--- config.mk ---
export PLATFORM = sky130hd
export DESIGN_NAME = ebnf_grammar_tokenizer
export DESIGN_NICKNAME = d
export VERILOG_FILES = /design/src/hw/rtl/ebnf_pkg.sv /design/src/hw/rtl/ebnf_grammar_tokenizer.sv /design/src/hw/rtl/ebnf_tok_core.sv /design/src/hw/rtl/ebnf_tok_rbuf.sv
export SDC_FILE = /design/constraint.sdc
export NUM_CORES = 1
export LEC_CHECK = 0
export BUFFER_PORTS_ARGS = -buffer_cell sky130_fd_sc_hd__buf_4
export CAP_MARGIN = 0
export CELL_PAD_IN_SITES_DETAIL_PLACEMENT = 0
export CELL_PAD_IN_SITES_GLOBAL_PLACEMENT = 1
export CORE_MARGIN = 1
export CORE_UTILIZATION = 50
export DETAILED_ROUTE_END_ITERATION = 7
export PLACE_DENSITY = 0.78
export SLEW_MARGIN = 10
export SYNTH_ARGS = -nofsm -noshare
export SYNTH_HDL_FRONTEND = slang
export SYNTH_SLANG_ARGS = --single-unit
--- constraint.sdc ---
create_clock -name clk -period 4.8 [get_ports clk]
set_input_delay 0.48 -clock clk [delete_from_list [all_inputs] [get_ports clk]]
set_output_delay 0.48 -clock clk [all_outputs]
set_load 0.005 [all_outputs]
--- src/hw/rtl/ebnf_pkg.sv ---
// ----------------------------------------------------------------------------
// ebnf_pkg
// Shared types, codes and byte classification for the EBNF tokenizer.
// ----------------------------------------------------------------------------
package ebnf_pkg;

  localparam int unsigned POSITION_BITS_DEF = 16;
  localparam int unsigned RBUF_DEPTH        = 4;

  typedef enum logic [2:0] {
    M_IDLE,
    M_IDENT,
    M_PAREN,
    M_COMMENT,
    M_COMMENT_STAR,
    M_DQ,
    M_SQ,
    M_ANGLE
  } mode_t;

  localparam logic [4:0] K_IDENT      = 5'd0;
  localparam logic [4:0] K_EQUALS     = 5'd1;
  localparam logic [4:0] K_COMMA      = 5'd2;
  localparam logic [4:0] K_SEMI       = 5'd3;
  localparam logic [4:0] K_BAR        = 5'd4;
  localparam logic [4:0] K_LBRACKET   = 5'd5;
  localparam logic [4:0] K_RBRACKET   = 5'd6;
  localparam logic [4:0] K_LBRACE     = 5'd7;
  localparam logic [4:0] K_RBRACE     = 5'd8;
  localparam logic [4:0] K_OPEN_GROUP = 5'd9;
  localparam logic [4:0] K_CLOSE_GRP  = 5'd10;
  localparam logic [4:0] K_DQ         = 5'd11;
  localparam logic [4:0] K_SQ         = 5'd12;
  localparam logic [4:0] K_MINUS      = 5'd13;
  localparam logic [4:0] K_PERIOD     = 5'd14;
  localparam logic [4:0] K_UNKNOWN    = 5'd15;
  localparam logic [4:0] K_END        = 5'd16;
  localparam logic [4:0] K_ERROR      = 5'd17;

  localparam logic [2:0] E_NONE         = 3'd0;
  localparam logic [2:0] E_OPEN_COMMENT = 3'd1;
  localparam logic [2:0] E_OPEN_LITERAL = 3'd2;
  localparam logic [2:0] E_EOF_PAREN    = 3'd3;
  localparam logic [2:0] E_NO_RANGLE    = 3'd4;

  localparam logic [7:0] CH_TAB    = 8'h09;
  localparam logic [7:0] CH_LF     = 8'h0A;
  localparam logic [7:0] CH_CR     = 8'h0D;
  localparam logic [7:0] CH_SPACE  = 8'h20;
  localparam logic [7:0] CH_DQUOTE = 8'h22;
  localparam logic [7:0] CH_SQUOTE = 8'h27;
  localparam logic [7:0] CH_LPAREN = 8'h28;
  localparam logic [7:0] CH_RPAREN = 8'h29;
  localparam logic [7:0] CH_STAR   = 8'h2A;
  localparam logic [7:0] CH_COMMA  = 8'h2C;
  localparam logic [7:0] CH_MINUS  = 8'h2D;
  localparam logic [7:0] CH_PERIOD = 8'h2E;
  localparam logic [7:0] CH_SEMI   = 8'h3B;
  localparam logic [7:0] CH_LT     = 8'h3C;
  localparam logic [7:0] CH_EQUALS = 8'h3D;
  localparam logic [7:0] CH_GT     = 8'h3E;
  localparam logic [7:0] CH_LBRACK = 8'h5B;
  localparam logic [7:0] CH_RBRACK = 8'h5D;
  localparam logic [7:0] CH_UNDER  = 8'h5F;
  localparam logic [7:0] CH_LBRACE = 8'h7B;
  localparam logic [7:0] CH_BAR    = 8'h7C;
  localparam logic [7:0] CH_RBRACE = 8'h7D;

  typedef struct packed {
    mode_t      mode;
    logic       emit;
    logic [4:0] kind;
  } byte_cls_t;

  typedef struct packed {
    logic push0;
    logic push1;
  } res_ctl_t;

  function automatic logic is_letter(input logic [7:0] b);
    return ((b >= 8'h41) && (b <= 8'h5A)) || ((b >= 8'h61) && (b <= 8'h7A));
  endfunction

  function automatic logic is_ident_char(input logic [7:0] b);
    return is_letter(b) || ((b >= 8'h30) && (b <= 8'h39)) || (b == CH_UNDER);
  endfunction

  // Classification of a byte seen between tokens.
  function automatic byte_cls_t classify(input logic [7:0] b);
    byte_cls_t c;
    c.mode = M_IDLE;
    c.emit = 1'b1;
    c.kind = K_UNKNOWN;
    if (is_letter(b)) begin
      c.mode = M_IDENT;
      c.emit = 1'b0;
    end else begin
      unique case (b) inside
        CH_SPACE, CH_TAB, CH_CR, CH_LF: c.emit = 1'b0;
        CH_LPAREN: begin c.mode = M_PAREN; c.emit = 1'b0; end
        CH_DQUOTE: begin c.mode = M_DQ;    c.emit = 1'b0; end
        CH_SQUOTE: begin c.mode = M_SQ;    c.emit = 1'b0; end
        CH_LT:     begin c.mode = M_ANGLE; c.emit = 1'b0; end
        CH_EQUALS: c.kind = K_EQUALS;
        CH_COMMA:  c.kind = K_COMMA;
        CH_SEMI:   c.kind = K_SEMI;
        CH_BAR:    c.kind = K_BAR;
        CH_LBRACK: c.kind = K_LBRACKET;
        CH_RBRACK: c.kind = K_RBRACKET;
        CH_LBRACE: c.kind = K_LBRACE;
        CH_RBRACE: c.kind = K_RBRACE;
        CH_RPAREN: c.kind = K_CLOSE_GRP;
        CH_MINUS:  c.kind = K_MINUS;
        CH_PERIOD: c.kind = K_PERIOD;
        default:   c.kind = K_UNKNOWN;
      endcase
    end
    return c;
  endfunction

endpackage

--- src/hw/rtl/ebnf_grammar_tokenizer.sv ---
// ----------------------------------------------------------------------------
// ebnf_grammar_tokenizer
// EBNF grammar lexer: one text byte per item in, zero, one or two tokens per item out.
// ----------------------------------------------------------------------------
//  Channel   Handshake               Payload
//  text      text_valid/text_stall   text_byte, end_of_text
//  token     token_valid/token_stall token_kind, start_line, start_column,
//                                    start_offset, token_length, error_code,
//                                    last_of_run
//
//  One text item per cycle while text_stall is low; scan state updates in the accepting cycle.
//  An item gives zero, one or two tokens; tokens leave one per cycle from a
//  four-entry queue while token_stall is low, so text_stall rises when fewer
//  than two slots are free. Tokens from an accepted item are registered into the queue.
//  Synchronous reset clears scan state, counters and the queue; text_stall
//  is held high while rst is high.
//  After an error token the block takes items and yields nothing until reset.
// ----------------------------------------------------------------------------
module ebnf_grammar_tokenizer #(
  parameter int unsigned POSITION_BITS = ebnf_pkg::POSITION_BITS_DEF
) (
  input  logic                     clk,
  input  logic                     rst,
  input  logic                     text_valid,
  output logic                     text_stall,
  input  logic [7:0]               text_byte,
  input  logic                     end_of_text,
  output logic                     token_valid,
  input  logic                     token_stall,
  output logic [4:0]               token_kind,
  output logic [POSITION_BITS-1:0] start_line,
  output logic [POSITION_BITS-1:0] start_column,
  output logic [POSITION_BITS-1:0] start_offset,
  output logic [POSITION_BITS-1:0] token_length,
  output logic [2:0]               error_code,
  output logic                     last_of_run
);
  import ebnf_pkg::*;

  localparam int unsigned P        = POSITION_BITS;
  localparam int unsigned REC_BITS = 4 * P + 9;

  res_ctl_t            ctl;
  logic [REC_BITS-1:0] res0, res1, out_rec;
  logic                room, step;

  assign text_stall = rst || !room;
  assign step       = text_valid && !text_stall;

  ebnf_tok_core #(
    .POSITION_BITS (P),
    .REC_BITS      (REC_BITS)
  ) u_core (
    .clk         (clk),
    .rst         (rst),
    .step        (step),
    .text_byte   (text_byte),
    .end_of_text (end_of_text),
    .ctl         (ctl),
    .res0        (res0),
    .res1        (res1)
  );

  ebnf_tok_rbuf #(
    .REC_BITS (REC_BITS)
  ) u_rbuf (
    .clk       (clk),
    .rst       (rst),
    .ctl       (ctl),
    .res0      (res0),
    .res1      (res1),
    .room      (room),
    .out_valid (token_valid),
    .out_stall (token_stall),
    .out_rec   (out_rec)
  );

  assign last_of_run  = out_rec[REC_BITS-1];
  assign error_code   = out_rec[REC_BITS-2 -: 3];
  assign token_kind   = out_rec[REC_BITS-5 -: 5];
  assign start_line   = out_rec[4*P-1 -: P];
  assign start_column = out_rec[3*P-1 -: P];
  assign start_offset = out_rec[2*P-1 -: P];
  assign token_length = out_rec[P-1:0];

endmodule

--- src/hw/rtl/ebnf_tok_core.sv ---
// ----------------------------------------------------------------------------
// ebnf_tok_core
// Scan state, position counters and per-byte token decisions. Produces up to
// two result records per item.
// ----------------------------------------------------------------------------
module ebnf_tok_core #(
  parameter int unsigned POSITION_BITS = ebnf_pkg::POSITION_BITS_DEF,
  parameter int unsigned REC_BITS      = 4 * POSITION_BITS + 9
) (
  input  logic                  clk,
  input  logic                  rst,
  input  logic                  step,
  input  logic [7:0]            text_byte,
  input  logic                  end_of_text,
  output ebnf_pkg::res_ctl_t    ctl,
  output logic [REC_BITS-1:0]   res0,
  output logic [REC_BITS-1:0]   res1
);
  import ebnf_pkg::*;

  localparam int unsigned P = POSITION_BITS;

  mode_t        mode, mode_next;
  logic [P-1:0] cur_line, cur_line_next;
  logic [P-1:0] cur_col, cur_col_next;
  logic [P-1:0] byte_off, byte_off_next;
  logic [P-1:0] tok_line, tok_line_next;
  logic [P-1:0] tok_col, tok_col_next;
  logic [P-1:0] tok_off, tok_off_next;
  logic [P-1:0] tok_len, tok_len_next;
  logic         halted, halted_next;

  logic         pf_v, id_v, end_v, adv, take_idle, second_v;
  logic [4:0]   pf_kind, id_kind;
  logic [2:0]   pf_err;
  logic [P-1:0] pf_len, len_inc;
  byte_cls_t    cls;
  logic         ident_ch;
  logic [REC_BITS-2:0] rec_pf, rec_second;

  function automatic logic [P-1:0] sat_inc(input logic [P-1:0] v);
    return (v == {P{1'b1}}) ? v : P'(v + 1'b1);
  endfunction

  always_comb begin
    mode_next     = mode;
    cur_line_next = cur_line;
    cur_col_next  = cur_col;
    byte_off_next = byte_off;
    tok_line_next = tok_line;
    tok_col_next  = tok_col;
    tok_off_next  = tok_off;
    tok_len_next  = tok_len;
    halted_next   = halted;
    pf_v      = 1'b0;
    pf_kind   = K_IDENT;
    pf_err    = E_NONE;
    pf_len    = tok_len;
    id_v      = 1'b0;
    id_kind   = K_UNKNOWN;
    end_v     = 1'b0;
    adv       = 1'b0;
    take_idle = 1'b0;
    cls       = classify(text_byte);
    ident_ch  = is_ident_char(text_byte);
    len_inc   = sat_inc(tok_len);

    if (step && !halted) begin
      if (end_of_text) begin
        unique case (mode)
          M_IDENT: begin
            pf_v      = 1'b1;
            end_v     = 1'b1;
            mode_next = M_IDLE;
          end
          M_PAREN: begin
            pf_v = 1'b1; pf_kind = K_ERROR; pf_err = E_EOF_PAREN; halted_next = 1'b1;
          end
          M_COMMENT, M_COMMENT_STAR: begin
            pf_v = 1'b1; pf_kind = K_ERROR; pf_err = E_OPEN_COMMENT; halted_next = 1'b1;
          end
          M_DQ, M_SQ: begin
            pf_v = 1'b1; pf_kind = K_ERROR; pf_err = E_OPEN_LITERAL; halted_next = 1'b1;
          end
          M_ANGLE: begin
            pf_v = 1'b1; pf_kind = K_ERROR; pf_err = E_NO_RANGLE; halted_next = 1'b1;
          end
          M_IDLE: end_v = 1'b1;
        endcase
      end else begin
        adv = 1'b1;
        unique case (mode)
          M_IDENT: begin
            if (ident_ch) begin
              tok_len_next = len_inc;
            end else begin
              pf_v      = 1'b1;
              take_idle = 1'b1;
            end
          end
          M_PAREN: begin
            if (text_byte == CH_STAR) begin
              tok_len_next = len_inc;
              mode_next    = M_COMMENT;
            end else begin
              pf_v      = 1'b1;
              pf_kind   = K_OPEN_GROUP;
              take_idle = 1'b1;
            end
          end
          M_COMMENT: begin
            tok_len_next = len_inc;
            if (text_byte == CH_STAR) mode_next = M_COMMENT_STAR;
          end
          M_COMMENT_STAR: begin
            tok_len_next = len_inc;
            if (text_byte == CH_RPAREN) begin
              mode_next = M_IDLE;
            end else if (text_byte != CH_STAR) begin
              mode_next = M_COMMENT;
            end
          end
          M_DQ, M_SQ: begin
            tok_len_next = len_inc;
            if ((mode == M_DQ && text_byte == CH_DQUOTE) ||
                (mode == M_SQ && text_byte == CH_SQUOTE)) begin
              pf_v      = 1'b1;
              pf_kind   = (mode == M_DQ) ? K_DQ : K_SQ;
              pf_len    = len_inc;
              mode_next = M_IDLE;
            end
          end
          M_ANGLE: begin
            if (ident_ch) begin
              tok_len_next = len_inc;
            end else if (text_byte == CH_GT) begin
              tok_len_next = len_inc;
              pf_v         = 1'b1;
              pf_len       = len_inc;
              mode_next    = M_IDLE;
            end else begin
              pf_v        = 1'b1;
              pf_kind     = K_ERROR;
              pf_err      = E_NO_RANGLE;
              halted_next = 1'b1;
              adv         = 1'b0;
            end
          end
          M_IDLE: take_idle = 1'b1;
        endcase

        if (take_idle) begin
          tok_line_next = cur_line;
          tok_col_next  = cur_col;
          tok_off_next  = byte_off;
          tok_len_next  = P'(1);
          mode_next     = cls.mode;
          id_v          = cls.emit;
          id_kind       = cls.kind;
        end

        if (adv) begin
          byte_off_next = sat_inc(byte_off);
          if (text_byte == CH_LF) begin
            cur_line_next = sat_inc(cur_line);
            cur_col_next  = P'(1);
          end else begin
            cur_col_next = sat_inc(cur_col);
          end
        end
      end
    end
  end

  // Result records: {last, err, kind, line, column, offset, length}
  always_comb begin
    rec_pf   = {pf_err, pf_kind, tok_line, tok_col, tok_off, pf_len};
    second_v = end_v | id_v;
    if (end_v) begin
      rec_second = {E_NONE, K_END, cur_line, cur_col, byte_off, {P{1'b0}}};
    end else begin
      rec_second = {E_NONE, id_kind, cur_line, cur_col, byte_off, P'(1)};
    end
    ctl.push0 = pf_v | second_v;
    ctl.push1 = pf_v & second_v;
    res0      = pf_v ? {~second_v, rec_pf} : {1'b1, rec_second};
    res1      = {1'b1, rec_second};
  end

  always_ff @(posedge clk) begin
    if (rst) begin
      mode     <= M_IDLE;
      cur_line <= P'(1);
      cur_col  <= P'(1);
      byte_off <= '0;
      tok_line <= P'(1);
      tok_col  <= P'(1);
      tok_off  <= '0;
      tok_len  <= '0;
      halted   <= 1'b0;
    end else begin
      mode     <= mode_next;
      cur_line <= cur_line_next;
      cur_col  <= cur_col_next;
      byte_off <= byte_off_next;
      tok_line <= tok_line_next;
      tok_col  <= tok_col_next;
      tok_off  <= tok_off_next;
      tok_len  <= tok_len_next;
      halted   <= halted_next;
    end
  end

`ifndef SYNTH
  a_halt_sticky: assert property (@(posedge clk) disable iff (rst)
    halted |=> halted) else $error("halt cleared without reset");
  a_halt_silent: assert property (@(posedge clk) disable iff (rst)
    halted |-> !ctl.push0) else $error("result produced while halted");
  a_pos_nonzero: assert property (@(posedge clk) disable iff (rst)
    (cur_line != '0) && (cur_col != '0)) else $error("line or column hit zero");
  a_err_halts: assert property (@(posedge clk) disable iff (rst)
    (ctl.push0 && res0[REC_BITS-5 -: 5] == K_ERROR) |=> halted)
    else $error("error result without halt");
`endif
endmodule

--- src/hw/rtl/ebnf_tok_rbuf.sv ---
// ----------------------------------------------------------------------------
// ebnf_tok_rbuf
// Small result queue: takes up to two records per cycle, delivers one while out_stall is low.
// ----------------------------------------------------------------------------
module ebnf_tok_rbuf #(
  parameter int unsigned REC_BITS = 4 * ebnf_pkg::POSITION_BITS_DEF + 9
) (
  input  logic                  clk,
  input  logic                  rst,
  input  ebnf_pkg::res_ctl_t    ctl,
  input  logic [REC_BITS-1:0]   res0,
  input  logic [REC_BITS-1:0]   res1,
  output logic                  room,
  output logic                  out_valid,
  input  logic                  out_stall,
  output logic [REC_BITS-1:0]   out_rec
);
  import ebnf_pkg::*;

  localparam int unsigned AW = $clog2(RBUF_DEPTH);
  localparam int unsigned CW = $clog2(RBUF_DEPTH + 1);

  logic [REC_BITS-1:0] mem [RBUF_DEPTH];
  logic [AW-1:0]       wr_ptr, rd_ptr;
  logic [CW-1:0]       count, count_next;
  logic                pop;

  assign out_valid = (count != '0);
  assign out_rec   = mem[rd_ptr];
  assign pop       = out_valid && !out_stall;
  assign room      = (count <= CW'(RBUF_DEPTH - 2));

  always_comb begin
    count_next = count + CW'(ctl.push0) + CW'(ctl.push1) - CW'(pop);
  end

  always_ff @(posedge clk) begin
    if (ctl.push0) mem[wr_ptr] <= res0;
    if (ctl.push1) mem[AW'(wr_ptr + 1'b1)] <= res1;
  end

  always_ff @(posedge clk) begin
    if (rst) begin
      wr_ptr <= '0;
      rd_ptr <= '0;
      count  <= '0;
    end else begin
      wr_ptr <= AW'(wr_ptr + AW'(ctl.push0) + AW'(ctl.push1));
      if (pop) rd_ptr <= AW'(rd_ptr + 1'b1);
      count <= count_next;
    end
  end

`ifndef SYNTH
  a_no_overflow: assert property (@(posedge clk) disable iff (rst)
    count <= CW'(RBUF_DEPTH)) else $error("result queue overflow");
  a_push_order: assert property (@(posedge clk) disable iff (rst)
    ctl.push1 |-> ctl.push0) else $error("second slot pushed alone");
  a_push_room: assert property (@(posedge clk) disable iff (rst)
    ctl.push0 |-> $past(1'b1) && (count <= CW'(RBUF_DEPTH - 2) || ctl.push0 == 1'b0))
    else $error("push without room");
`endif
endmodule
## Yosys cells after proc, flatten, opt, wreduce, memory -nomap -nowiden

Memories as Yosys holds them, arrays and structs flattened. A register that Yosys moved wholly into a read port is not among the register bits.
Cells that the tools add are included.

| word-level totals | value |
|---|---|
| bits in registers | 123 |
| bits in writable memories | 292 |
| bits of input ports | 13 |
| output and inout bits | 75 |
| logic and storage cells | 204 |
| memories kept | 1 |

| operators by class | value |
|---|---|
| add/sub/neg operators | 11 |
| magnitude comparators | 7 |
| equal/unequal tests | 47 |
| muxes and demuxes | 82 |
| bitwise operators | 7 |
| reductions and logical operators | 37 |

Memories:

| name | words | bits a word | read ports | clocked after memory_dff | wr ports | RTL line | text |
|---|---|---|---|---|---|---|---|
| u_rbuf.mem | 4 | 73 | 1 | 1 | 2 | ebnf_tok_rbuf.sv:23 | `logic [REC_BITS-1:0] mem [RBUF_DEPTH];` |

Operator list:

| kind | number |
|---|---|
| 16-bit two-way mux | 12 |
| 8-bit by 6-bit equality test with 1-bit output, second input constant | 13 |
| 73-bit two-way mux | 1 |
| 69-bit two-way mux | 1 |
| 16-bit by 1-bit adder with 16-bit output, second input constant | 4 |
| 16-bit equality test, second input constant | 4 |
| 16-bit case mux with 4 select lines | 1 |
| 5-bit two-way mux | 10 |
| 8-bit by 7-bit equality test with 1-bit output, second input constant | 6 |
| 3-bit two-way mux | 16 |
| 4-bit case mux with 11 select lines | 1 |
| 16-bit case mux with 2 select lines | 1 |
| 1-bit two-way mux | 29 |
| 8-bit by 4-bit equality test with 1-bit output, second input constant | 3 |
| 3-bit case mux with 4 select lines | 2 |
| 8-bit by 7-bit >= comparator with 1-bit output, second input constant | 2 |
| 8-bit by 7-bit less-or-equal comparator with 1-bit output, second input constant | 2 |
| 4-bit by 2-bit != test with 1-bit output, second input constant | 4 |
| 3-bit case mux with 5 select lines | 1 |
| 5-bit case mux with 3 select lines | 1 |
| 5-bit AND reduction | 3 |
| 3-bit equality test, second input constant | 4 |
| 9-bit AND reduction | 1 |
| 8-bit by 6-bit >= comparator with 1-bit output, second input constant | 1 |
| 35 further kinds | 68 |

## Depth between registers and ports, before layout

Gate-level depths: netlist of run 1.

| depth | value |
|---|---|
| word-level depth | 17 |
| depth in mapped cells | 13 |
| gate-level depth less buffers | 13 |

## Modules after synthesis

A second synthesis of run 1 with hierarchy kept.

| unflattened totals | value |
|---|---|
| cells, all modules | 1,752 |
| area total of the unflattened synthesis | 22,069.9 sq um |

Modules (own cells, without submodules):

| module | times used | cells an instance | area each (sq um) | sequential area each (sq um) |
|---|---|---|---|---|
| ebnf_tok_rbuf | 1 | 756 | 14,518.9 | 8,948.6 |
| ebnf_tok_core | 1 | 994 | 7,536.0 | 2,322.2 |
| ebnf_grammar_tokenizer | 1 | 2 | 15.0 | 0.0 |

## Least setup slack after synthesis of run 1

OpenSTA, ideal clock, no wires.

| timing path | value |
|---|---|
| path type | input -> register |
| start | input end_of_text |
| end | memory u_rbuf.mem[3][0] (netlist bit) (enable) |
| library setup time | 0.409 ns |
| arrival time | 3.428 ns |
| required time | 4.391 ns |
| path slack | 0.964 ns |
| cell stages on the path | 8 |
| cells stage by stage | buf_2 nor4b_1 a21boi_2 o211ai_1 o31ai_1 maj3_1 nand2_1 inv_1 |

RTL lines:

| item | RTL line | text |
|---|---|---|
| start, declared | ebnf_grammar_tokenizer.sv:27 | `input logic end_of_text,` |
| end, declared | ebnf_tok_rbuf.sv:23 |  |

==> results of run 1 <==
## stage by stage
| step | setup WS (ns) | cells | hold slack (ns) |
|---|---|---|---|
| floorplan | 0.964 | 1794 | 0.422 |
| global placement | 0.977 | 2272 | 0.434 |
| detailed placement | 0.937 | 2272 | 0.441 |
| CTS | 1.01 | 2351 | 0.204 |
| global route | 0.796 | 2351 | 0.236 |
| finish | 0.973 | 2351 | 0.224 |
## worst paths after layout
path | depth (start not counted) | startpoint | slack (ns) | end
worst min register to register | 1 | u_rbuf.mem[3][15]$_SDFFE_PP0N_ | 0.46 | u_rbuf.mem[3][15]$_SDFFE_PP0N_
worst max register to register | 9 | u_rbuf.count[0]$_SDFF_PP0_ | 0.97 | u_rbuf.mem[2][30]$_DFFE_PP_
worst min-delay path | 3 | text_valid | 0.22 | u_core.halted$_SDFFE_PP0P_
worst max-delay path | 9 | u_rbuf.count[0]$_SDFF_PP0_ | 0.97 | u_rbuf.mem[2][30]$_DFFE_PP_
## state kept, by name, indices dropped and copies added, names as in the netlist, 3 cells and up, named ones only
signal	flops
u_rbuf.count	3
u_rbuf.mem	292
u_core.cur_col	16
u_core.tok_off	16
u_core.tok_len	16
u_core.byte_off	16
u_core.tok_col	16
u_core.mode	3
u_core.tok_line	16
u_core.cur_line	16
## layout make-up
| class | instances | area (um^2) | area share |
|---|---|---|---|
| inverter | 29 | 109 | 0.00483 |
| tap | 525 | 657 | 0.0291 |
| sequential | 417 | 10500 | 0.467 |
| clock inverter | 20 | 151 | 0.00672 |
| clock buffer | 59 | 1230 | 0.0545 |
| multi-input combinational | 1172 | 8820 | 0.391 |
| timing repair buffer | 129 | 1060 | 0.0468 |
## cell usage after synthesis, types with 16 or more instances
library cell,count,share of area
a21oi_1,110,0.027
a22o_1,184,0.080
a32o_1,21,0.010
and3_1,18,0.0056
buf_2,39,0.0097
clkbuf_1,115,0.021
dfxtp_1,201,0.20
edfxtp_1,216,0.32
inv_1,28,0.0052
mux4_2,73,0.082
nand2_1,181,0.034
nand3_1,38,0.0094
nand4_1,16,0.0050
nor2_1,103,0.019
nor3_1,27,0.0067
o21ai_0,68,0.017
o2bb2ai_1,55,0.024
or3_1,17,0.0053
xnor2_1,30,0.013
xor2_1,18,0.0078
## per-layer routing
| layer | GRT usage | share of wire |
|---|---|---|
| met1 | 0.368 | 0.42 |
| met2 | 0.455 | 0.48 |
| met3 | 0.0425 | 0.069 |
| met4 | 0.0975 | 0.030 |
| met5 | 0 | 0 |
## worst min-delay path, cell delays in order
cell and delay, ns:
buf_4 0.10, a31oi_1 0.09, nor2_1 0.08
## where the power goes
part,switching (W),internal (W),leakage (nW)
logic,0.000840,0.000813,3.14
registers,0.000216,0.00391,3.67
clock network,0.00141,0.00190,0.687
total,0.00247,0.00662,7.49
## logic make-up after synthesis
logic type               Yosys count  synth area share
adder cells (fa/ha/maj)           11           0.00770
AO/OA/AOI/OAI                    540             0.202
buffers and inverters            205            0.0429
XOR/XNOR                          48            0.0209
AND/OR/NAND/NOR                  494             0.120
flip-flops                       417             0.522
multiplexers                      79            0.0847
==> results.md, run 1 <==
- Setup CP Type: flop to flop
- Global-route wire length before repair: 87,100 um
- Number of synthesized flops with an enable pin: 216
- Max-slew violation count: 0
- Crit start category: flop
- Synth Instances: 1,794
- Most frequent cells in the layout: 216 x edfxtp_1, 199 x dfxtp_1, 184 x a22o_1, 180 x nand2_1, 122 x buf_4
- Clock transition at path regs: 0.06 ns
- CP endpoint kind: flop
- Setup TNS: 0 ns
- DIE HEIGHT: 203 um
- Worst path bufs/invs: 4
- Clk_lat worst skew: 0.57 ns
- Num CTS Buffers: 44
- RSZ-0062 raised after global routing: no
- Hold Path Class: input port to flop
- Run status: finished, violations left
- Post-synth net total: 1,816
- Total power: 0.00909 W
- Placed wire-length estimate: 34,200 um
- Drt first-iter violations: 1,128
- CTS Sinks: 417
- Die X: 203 um
- Worst EP required: 5.05 ns
- Die ar.: 41,100 um^2
- Arrival time worst endpoint: 4.08 ns
- PD cells: 403 nW/um^2
- Layout cells sized above 1: 0.168
- # port buffers: 87
- Drt pass-1 iters: 7
- Final Hold Violating Endpoints: 0
- Initial Util: 0.507
- Post-CTS Setup Inserts: 0
- Final setup vio count: 0
- Antenna diodes: 0
- Io pins: 88
- FP Rows: 73
- Routed WL: 56,400 um
- GRT Total Usage: 0.275
- Core box area: 39,700 um^2
- Part of the cycle the worst path needs: 0.797
- Final min period: 3.83 ns
- Placed instance area: 21,200 um^2
- Crit-path cells: or3b_4 -> a2111oi_4 -> nand3_1 -> o31ai_4 -> buf_4 -> a22oi_4 -> buf_4 -> inv_2 -> buf_4
- Number of max-cap violations: 0
- Vias in the first global route: 14,800
- Vias: 15,100
- Seq/Total Area, Yosys: 0.522
- Crit-path max cell delay: 0.59 ns
- Asr flop ratio synth: 0
- Maximum vdd ir drop: 0.313 mV
- Gates resized, CTS repair: 0
- Root Driver: clkbuf_16
- Core Util, Final: 0.567
- Hold-fix buffers, CTS: 0
- Seq cells post-synth: 417
- Initial antenna violation count: 0
- Delay-heaviest family, CP: buffers and inverters
- Maximum clock rate: 261 MHz
- Slew margin rel.: 0.223
- Clk_skew: 0.0158 ns
- Routed Antenna Nets: 0
- Slowest library cell on the worst path: a2111oi_4
- NumNets Final: 1,815
- Post-Syn Area: 20,100 um^2
- Largest net degree at the start of global routing: 61
- Drt wl/cell: 24.0 um
- Worst-path fanout max: 31
- Commonest non-fill, non-tap cell in the layout: edfxtp_1
- Cell mode on critical path: buf_4
- Pin slew with the least headroom to its limit: 1.16 ns
- Gr ovfl total: 0
- Leak: 7.49 nW
- Syn_area_per_cell: 11.2 um^2
- Synth Flop Type: edfxtp_1
- Failing checks: design-rule violations
- CTS H-tree lvls: 2
- Area Overhead vs Synth: 11.9%
- Warnings from Yosys: 0
- Vias per cell: 6.44
- Routability cong.: 0.924
- Final routed DRC violation total: 2
- Fin area: 22,500 um^2
- Fillers: 3,339
- CTS tree: yes
- Netlist cell types: 83
- Max Buffers Root-to-Sink: 3
Note: power is estimated with default switching activity, not from simulation.
==> run 2, diff against run 1 <==
Settings changed: ABC_AREA set to 1, CORE_UTILIZATION 50 to 46.
Clock period 4.8 ns to 3.6 ns, I/O delays scaled along.
==> results.md, run 2 <==
- DIE HEIGHT: 223 um (was 203 um)
- Final routed DRC violation total: 0 (was 2)
- Multiplexer share of the synthesized area: 0 (was 0.0847)
- Fillers: 4,649 (was 3,339)
- CP endpoint kind: flop (unchanged)
- Critical Path Start: u_rbuf.count[1]$_SDFF_PP0_ (was u_rbuf.count[0]$_SDFF_PP0_)
- Number of max-cap violations: 0 (unchanged)
- Warnings from Yosys: 0 (unchanged)
- Synth Area in XOR/XNOR: 0.0159 (was 0.0209)
- Placed wire-length estimate: 44,800 um (was 34,200 um)
- Max Buffers Root-to-Sink: 3 (unchanged)
- Hold-fix buffers, CTS: 0 (unchanged)
- Fin area: 25,100 um^2 (was 22,500 um^2)
- Largest family of logic cells by synthesized area: simple AND/OR/NAND/NOR gates (was compound AO/OA/AOI/OAI gates)
- GRT Total Usage: 0.292 (was 0.275)
- Seq/Total Area, Yosys: 0.466 (was 0.522)
- Area Overhead vs Synth: 11.4% (was 11.9%)
- Critical path endpoint: u_rbuf.wr_ptr[0]$_SDFF_PP0_ (was u_rbuf.mem[2][30]$_DFFE_PP_)
- Worst r2r src: u_rbuf.count[1]$_SDFF_PP0_ (was u_rbuf.count[0]$_SDFF_PP0_)
- Reg2Reg Depth: 14 (was 9)
- Core box area: 48,000 um^2 (was 39,700 um^2)
- Initial antenna violation count: 0 (unchanged)
- Post-CTS Setup Inserts: 0 (unchanged)
- PD cells: 523 nW/um^2 (was 403 nW/um^2)
- Initial Util: 0.469 (was 0.507)
- Total power: 0.0131 W (was 0.00909 W)
- Largest register FFs: 292 (unchanged)
- Maximum vdd ir drop: 0.326 mV (was 0.313 mV)
- Final setup vio count: 0 (unchanged)
- Placed instance area: 23,600 um^2 (was 21,200 um^2)
- CTS tree: yes (unchanged)
- Worst EP required: 4.04 ns (was 5.05 ns)
- Worst-path fanout max: 55 (was 31)
- Vias in the first global route: 19,600 (was 14,800)
- Post-Syn Area: 22,600 um^2 (was 20,100 um^2)
- Final Hold Violating Endpoints: 0 (unchanged)
- Post-Synth Adder-Cell Area: 0.00599 (was 0.00770)
- Cell taking the most area after synthesis: edfxtp_1 (unchanged)
- Crit start category: flop (unchanged)
- Drt pass-1 iters: 6 (was 7)
- FP Rows: 80 (was 73)
- Synth Area in Compound Gates: 0.115 (was 0.202)
- Routability cong.: 0.873 (was 0.924)
- Io pins: 88 (unchanged)
- Final min period: 3.35 ns (was 3.83 ns)
- Synth Instances: 3,097 (was 1,794)
- CTS Sinks: 417 (unchanged)
- Drt first-iter violations: 1,990 (was 1,128)
- Slew margin rel.: 0.393 (was 0.223)
- Routed Antenna Nets: 0 (unchanged)
- Seq cells post-synth: 417 (unchanged)
- Run status: finished clean (was finished, violations left)
- Largest net degree at the start of global routing: 81 (was 61)
- Gates resized, CTS repair: 0 (unchanged)
- Vias: 20,900 (was 15,100)
- FF/Latch Area: 10,500 um^2 (about the same)
- Leak: 10.3 nW (was 7.49 nW)
- Syn_area_per_cell: 7.28 um^2 (was 11.2 um^2)
- Part of the cycle the worst path needs: 0.929 (was 0.797)
- Root Driver: clkbuf_16 (unchanged)
- Antenna diodes: 0 (unchanged)
- Clk_lat worst skew: 0.60 ns (was 0.57 ns)
- Setup CP Type: flop to flop (unchanged)
- Hold Slack: 0.185 ns (was 0.224 ns)
- Pin slew with the least headroom to its limit: 0.911 ns (was 1.16 ns)
- Clk_skew: 0.0178 ns (was 0.0158 ns)
- Layout cells sized above 1: 0.0949 (was 0.168)
- RSZ-0062 raised after global routing: no (unchanged)
- Reg-to-Reg End: u_rbuf.wr_ptr[0]$_SDFF_PP0_ (was u_rbuf.mem[2][30]$_DFFE_PP_)
- R2r setup slk: 0.25 ns (was 0.97 ns)
- Arrival time worst endpoint: 3.79 ns (was 4.08 ns)
- Die X: 223 um (was 203 um)
- Post-synthesis simple-gate area fraction: 0.325 (was 0.120)
- Synth Flop Type: edfxtp_1 (unchanged)
- Clock transition at path regs: 0.06 ns (about the same)
- Top reg by flops: u_rbuf.mem (unchanged)
- Top cells by area, synth: edfxtp_1 29%, nand2_1 19%, dfxtp_1 18%, nand3_1 5.8%, o21ai_0 5.1% (was edfxtp_1 32%, dfxtp_1 20%, mux4_2 8.2%, a22o_1 8.0%, nand2_1 3.4%)
- Hold Path Class: input port to flop (unchanged)
- Die ar.: 49,900 um^2 (was 41,100 um^2)
- Netlist cell types: 44 (was 83)
- Commonest cells in the netlist: 1,141 x nand2_1, 291 x nor2_1, 263 x nand3_1 (was 216 x edfxtp_1, 201 x dfxtp_1, 184 x a22o_1)
- Max-slew violation count: 0 (unchanged)
- Most frequent cell after synthesis: nand2_1 (was edfxtp_1)
- Routed WL: 73,400 um (was 56,400 um)
- Most frequent cells in the layout: 1,137 x nand2_1, 290 x nor2_1, 263 x nand3_1, 228 x o21ai_0, 216 x edfxtp_1 (was 216 x edfxtp_1, 199 x dfxtp_1, 184 x a22o_1, 180 x nand2_1, 122 x buf_4)
- Share of the synthesized area in the top cell type: 0.288 (was 0.322)
- Num CTS Buffers: 48 (was 44)
- Commonest non-fill, non-tap cell in the layout: nand2_1 (was edfxtp_1)
- Maximum clock rate: 299 MHz (was 261 MHz)
- Gr ovfl total: 0 (unchanged)
- # port buffers: 87 (unchanged)
- Number of synthesized flops with an enable pin: 216 (unchanged)
- NumNets Final: 3,101 (was 1,815)
- Multi-input gate area: 10,400 um^2 (was 8820 um^2)
- Vias per cell: 5.61 (was 6.44)
- Global-route wire length before repair: 113,000 um (was 87,100 um)
- Asr flop ratio synth: 0 (unchanged)
- Setup TNS: 0 ns (unchanged)
- Drt wl/cell: 19.7 um (was 24.0 um)
- CTS H-tree lvls: 2 (unchanged)
- Post-synth net total: 3,119 (was 1,816)
[run 2: cell count changes in the layout (fill, tap and decap cells not counted), moves of 21 or more]
cell       change
nor2_1       +190
mux4_2        -73
o2bb2ai_1     -55
nand3_1      +225
xnor2_1       -25
o22ai_1       +63
nand2_1      +957
inv_1        +102
o21ai_0      +161
a32o_1        -21
a22o_1       -184
o21ai_1       +28
[run 2: through the flow]
stage,util,setup WS [ns],std cells
after floorplan,-,0.326,3097
after global placement,0.491,0.310,3644
after detailed placement,0.491,0.254,3644
after CTS,0.523,0.319,3733
after global routing,0.523,0.0719,3733
final,0.523,0.254,3733
[run 2: worst min-delay path by stage]
stage	endpoint	from	slack, ns	cells after the start
after detailed placement	u_rbuf.mem[1][10]$_SDFFE_PP0N_	u_rbuf.mem[1][10]$_SDFFE_PP0N_	0.45	2
after global routing	flop	token_stall	0.23	3
after global placement	flop	u_rbuf.rd_ptr[1]$_SDFFE_PP0P_	0.45	2
after floorplan	flop	u_rbuf.rd_ptr[1]$_SDFFE_PP0P_	0.44	2
final	flop	token_stall	0.18	3
after CTS	flop	token_stall	0.15	3
[run 2: layout make-up]
class                           instances  area share
Clock inverter                         21     0.00687
Sequential cell                       417       0.419
Multi-Input combinational cell       2318       0.416
Timing Repair Buffer                  147      0.0524
Tap cell                              615      0.0306
Inverter                              147      0.0224
Clock buffer                           68      0.0536
[run 2: cells by family (layout without fill, tap and decap cells)]
kind of cell / Yosys count / after routing
AO/OA/AOI/OAI: 482 / 482
adder cells (fa/ha/maj): 9 / 9
AND/OR/NAND/NOR: 1786 / 1786
XOR/XNOR: 41 / 41
buffers and inverters: 362 / 383
flip-flops: 417 / 417
[run 2: critical path, stage by stage, from the launching register on]
cell,delay [ns]
dfxtp_1,0.31
inv_1,0.12
ha_1,0.17
inv_1,0.04
nand2_1,0.12
nand4_4,0.17
a21oi_1,0.36
nand2_4,0.18
inv_4,0.16
nand2_2,0.13
inv_2,0.10
buf_4,0.67
fa_1,0.54
inv_1,0.06
nor2_1,0.03
[run 2: per-layer routing]
layer,wire [um],share of wire,track usage,vias to the layer above
met5,0,0,0,-
met4,1220,0.017,0.0643,0
met3,5220,0.071,0.0390,84
met2,33300,0.45,0.472,771
met1,33600,0.46,0.417,9918
li1,-,-,-,10200
[run 2: report_power, final]
| group | total (W) | leakage [nW] | switching, W | internal [W] |
|---|---|---|---|---|
| Sequential | 0.00543 | 3.45 | 0.000192 | 0.00524 |
| Combinational | 0.00290 | 6.10 | 0.00185 | 0.00104 |
| Clock | 0.00481 | 0.746 | 0.00205 | 0.00276 |
| Total | 0.0131 | 10.3 | 0.00410 | 0.00904 |
==> run 3, diff against run 2 <==
--- a/config.mk
+++ b/config.mk
@@ -15,2 +15,3 @@
 export DETAILED_ROUTE_END_ITERATION = 7
+export MAX_ROUTING_LAYER = met4
 export PLACE_DENSITY = 0.78
==> constraint.sdc (replaced) <==
create_clock -name clk -period 3.6 [get_ports clk]
set_input_delay 0.18 -clock clk [delete_from_list [all_inputs] [get_ports clk]]
set_output_delay 0.18 -clock clk [all_outputs]
set_load 0.005 [all_outputs]
==> results.md, run 3 (synthesis gave the netlist of run 2 again) <==
- Fillers: 4,607 (was 4,649)
- Worst-case setup margin in the final layout: 0.302 ns (was 0.254 ns)
- Routed WL: 73,500 um (was 73,400 um)
- Number of max-cap violations: 0 (unchanged)
- PD cells: 526 nW/um^2 (was 523 nW/um^2)
- RSZ-0062 raised after global routing: no (unchanged)
- Worst path bufs/invs: 6 (unchanged)
- Final min period: 3.30 ns (was 3.35 ns)
- Worst hold path depth: 5 (was 3)
- Core box area: 48,000 um^2 (unchanged)
- Layout cells sized above 1: 0.0961 (was 0.0949)
- Pin slew with the least headroom to its limit: 1.07 ns (was 0.911 ns)
- Area Overhead vs Synth: 11.6% (was 11.4%)
- Max Buffers Root-to-Sink: 3 (unchanged)
- Total power: 0.0132 W (was 0.0131 W)
- Largest register FFs: 292 (unchanged)
- Die X: 223 um (unchanged)
- Slowest library cell on the worst path: buf_4 (unchanged)
- Worst EP required: 4.04 ns (about the same)
- Final setup vio count: 0 (unchanged)
- Post-CTS Setup Inserts: 0 (unchanged)
- Reg2Reg Depth: 14 (unchanged)
- Num CTS Buffers: 48 (unchanged)
- Crit-path cells: inv_1 -> ha_1 -> inv_1 -> nand2_1 -> nand4_4 -> a21oi_1 -> nand2_4 -> inv_4 -> nand2_2 -> inv_2 -> buf_4 -> fa_1 -> inv_1 -> nor2_1 (unchanged)
- Leak: 10.3 nW (about the same)
- R2r setup slk: 0.30 ns (was 0.25 ns)
- Drt pass-1 iters: 6 (unchanged)
- Vias per cell: 5.67 (was 5.61)
- Core Util, Final: 0.524 (was 0.523)
- CTS Sinks: 417 (unchanged)
- CTS H-tree lvls: 2 (unchanged)
- Levels on crit path: 14 (unchanged)
- Routed Antenna Nets: 0 (unchanged)
- Delay-heaviest family, CP: buffers and inverters (unchanged)
- Setup CP Type: flop to flop (unchanged)
- Critical Path Start: u_rbuf.count[1]$_SDFF_PP0_ (unchanged)
- Maximum clock rate: 303 MHz (was 299 MHz)
- Routability cong.: 0.902 (was 0.873)
- Final routed DRC violation total: 0 (unchanged)
- Crit-path max cell delay: 0.70 ns (was 0.67 ns)
- Io pins: 88 (unchanged)
- Top reg by flops: u_rbuf.mem (unchanged)
- Initial antenna violation count: 1 (was 0)
- Reg-to-Reg End: u_rbuf.wr_ptr[0]$_SDFF_PP0_ (unchanged)
- Initial Util: 0.469 (unchanged)
- Die ar.: 49,900 um^2 (unchanged)
- Cell mode on critical path: inv_1 (unchanged)
- # port buffers: 87 (unchanged)
- Global-route wire length before repair: 114,000 um (was 113,000 um)
- Drt wl/cell: 19.7 um (about the same)
- Placed wire-length estimate: 45,200 um (was 44,800 um)
- Most frequent cells in the layout: 1,137 x nand2_1, 290 x nor2_1, 263 x nand3_1, 228 x o21ai_0, 216 x edfxtp_1 (unchanged)
- NumNets Final: 3,104 (was 3,101)
- CP endpoint kind: flop (unchanged)
- Clk_skew: 0.0165 ns (was 0.0178 ns)
- Vias: 21,200 (was 20,900)
- Vias in the first global route: 19,700 (was 19,600)
- Commonest non-fill, non-tap cell in the layout: nand2_1 (unchanged)
- Run status: finished clean (unchanged)
- Final Hold Violating Endpoints: 0 (unchanged)
- Antenna diodes: 0 (unchanged)
- Clk_lat worst skew: 0.59 ns (was 0.60 ns)
- Drt first-iter violations: 1,964 (was 1,990)
- Max-slew violation count: 0 (unchanged)
- Slew margin rel.: 0.289 (was 0.393)
- Largest net degree at the start of global routing: 80 (was 81)
- Gr ovfl total: 0 (unchanged)
- Root Driver: clkbuf_16 (unchanged)
- DIE HEIGHT: 223 um (unchanged)
- CTS tree: yes (unchanged)
- Critical path endpoint: u_rbuf.wr_ptr[0]$_SDFF_PP0_ (unchanged)
- Clock transition at path regs: 0.06 ns (about the same)
- Crit start category: flop (unchanged)
- Hold Path Class: input port to flop (unchanged)
- Arrival time worst endpoint: 3.74 ns (was 3.79 ns)
- Hold-fix buffers, CTS: 2 (was 0)
- Worst-path fanout max: 55 (unchanged)
- Worst r2r src: u_rbuf.count[1]$_SDFF_PP0_ (unchanged)
- Part of the cycle the worst path needs: 0.916 (was 0.929)
- Setup WS pre-CTS: 0.365 ns (was 0.254 ns)
- Gates resized, CTS repair: 0 (unchanged)
- Setup TNS: 0 ns (unchanged)
- Maximum vdd ir drop: 0.354 mV (was 0.326 mV)
- GRT Total Usage: 0.301 (was 0.292)
- FP Rows: 80 (unchanged)
[run 3: how the worst min path moves through the flow]
stage / start / end / slack (ns)
detailed placement: u_rbuf.mem[1][71]$_SDFFE_PP0N_ / u_rbuf.mem[1][71]$_SDFFE_PP0N_ / 0.46
floorplan: token_stall / flop / 0.39
global route: text_byte[3] / u_core.mode[1]$_SDFFE_PP0P_ / 0.11
global placement: u_rbuf.rd_ptr[1]$_SDFFE_PP0P_ / flop / 0.44
finish: text_byte[3] / u_core.mode[1]$_SDFFE_PP0P_ / 0.08
CTS: text_byte[3] / u_core.mode[1]$_SDFFE_PP0P_ / 0.05
[run 3: area by class of cell]
cell class | count | area [um^2] | share of cell area
Clock inverter | 7 | 50.0 | 0.00199
Timing Repair Buffer | 150 | 1310 | 0.0519
Inverter | 147 | 563 | 0.0224
Tap cell | 615 | 769 | 0.0306
Multi-Input combinational cell | 2318 | 10400 | 0.415
Clock buffer | 82 | 1520 | 0.0605
Sequential cell | 417 | 10500 | 0.418
[run 3: where the power goes]
part	total [W]	switching (W)	internal, W
Clock	0.00489	0.00203	0.00286
Combinational	0.00297	0.00194	0.00103
Sequential	0.00537	0.000133	0.00524
[run 3: per-stage QoR]
step | instance area [um^2] | std cells | hold WS (ns)
2_1_floorplan | 22600 | 3097 | 0.395
3_3_place_gp | 23600 | 3645 | 0.443
3_5_place_dp | 23600 | 3645 | 0.455
4_1_cts | 25200 | 3736 | 0.0533
5_1_grt | 25200 | 3736 | 0.112
6_report | 25200 | 3736 | 0.0769
[run 3: per-layer routing]
metal  vias to the layer above  global-route usage  routed length, um  part of all wire
met5                         -                   -                  0                 0
met4                         0              0.0800               1590             0.022
met3                       125              0.0392               5520             0.075
met2                       843               0.463              33100              0.45
met1                     10100               0.418              33300              0.45
li1                      10200                   -                  -                 -
[run 3: worst register-to-register path, delay by kind of cell (launching register included)]
family	cells	cell delay, ns
DFF	1	0.31
and+or+nand+nor	5	0.63
buffers and inverters	6	1.14
adders and majority gates	2	0.73
AOI/OAI and AO/OA	1	0.33
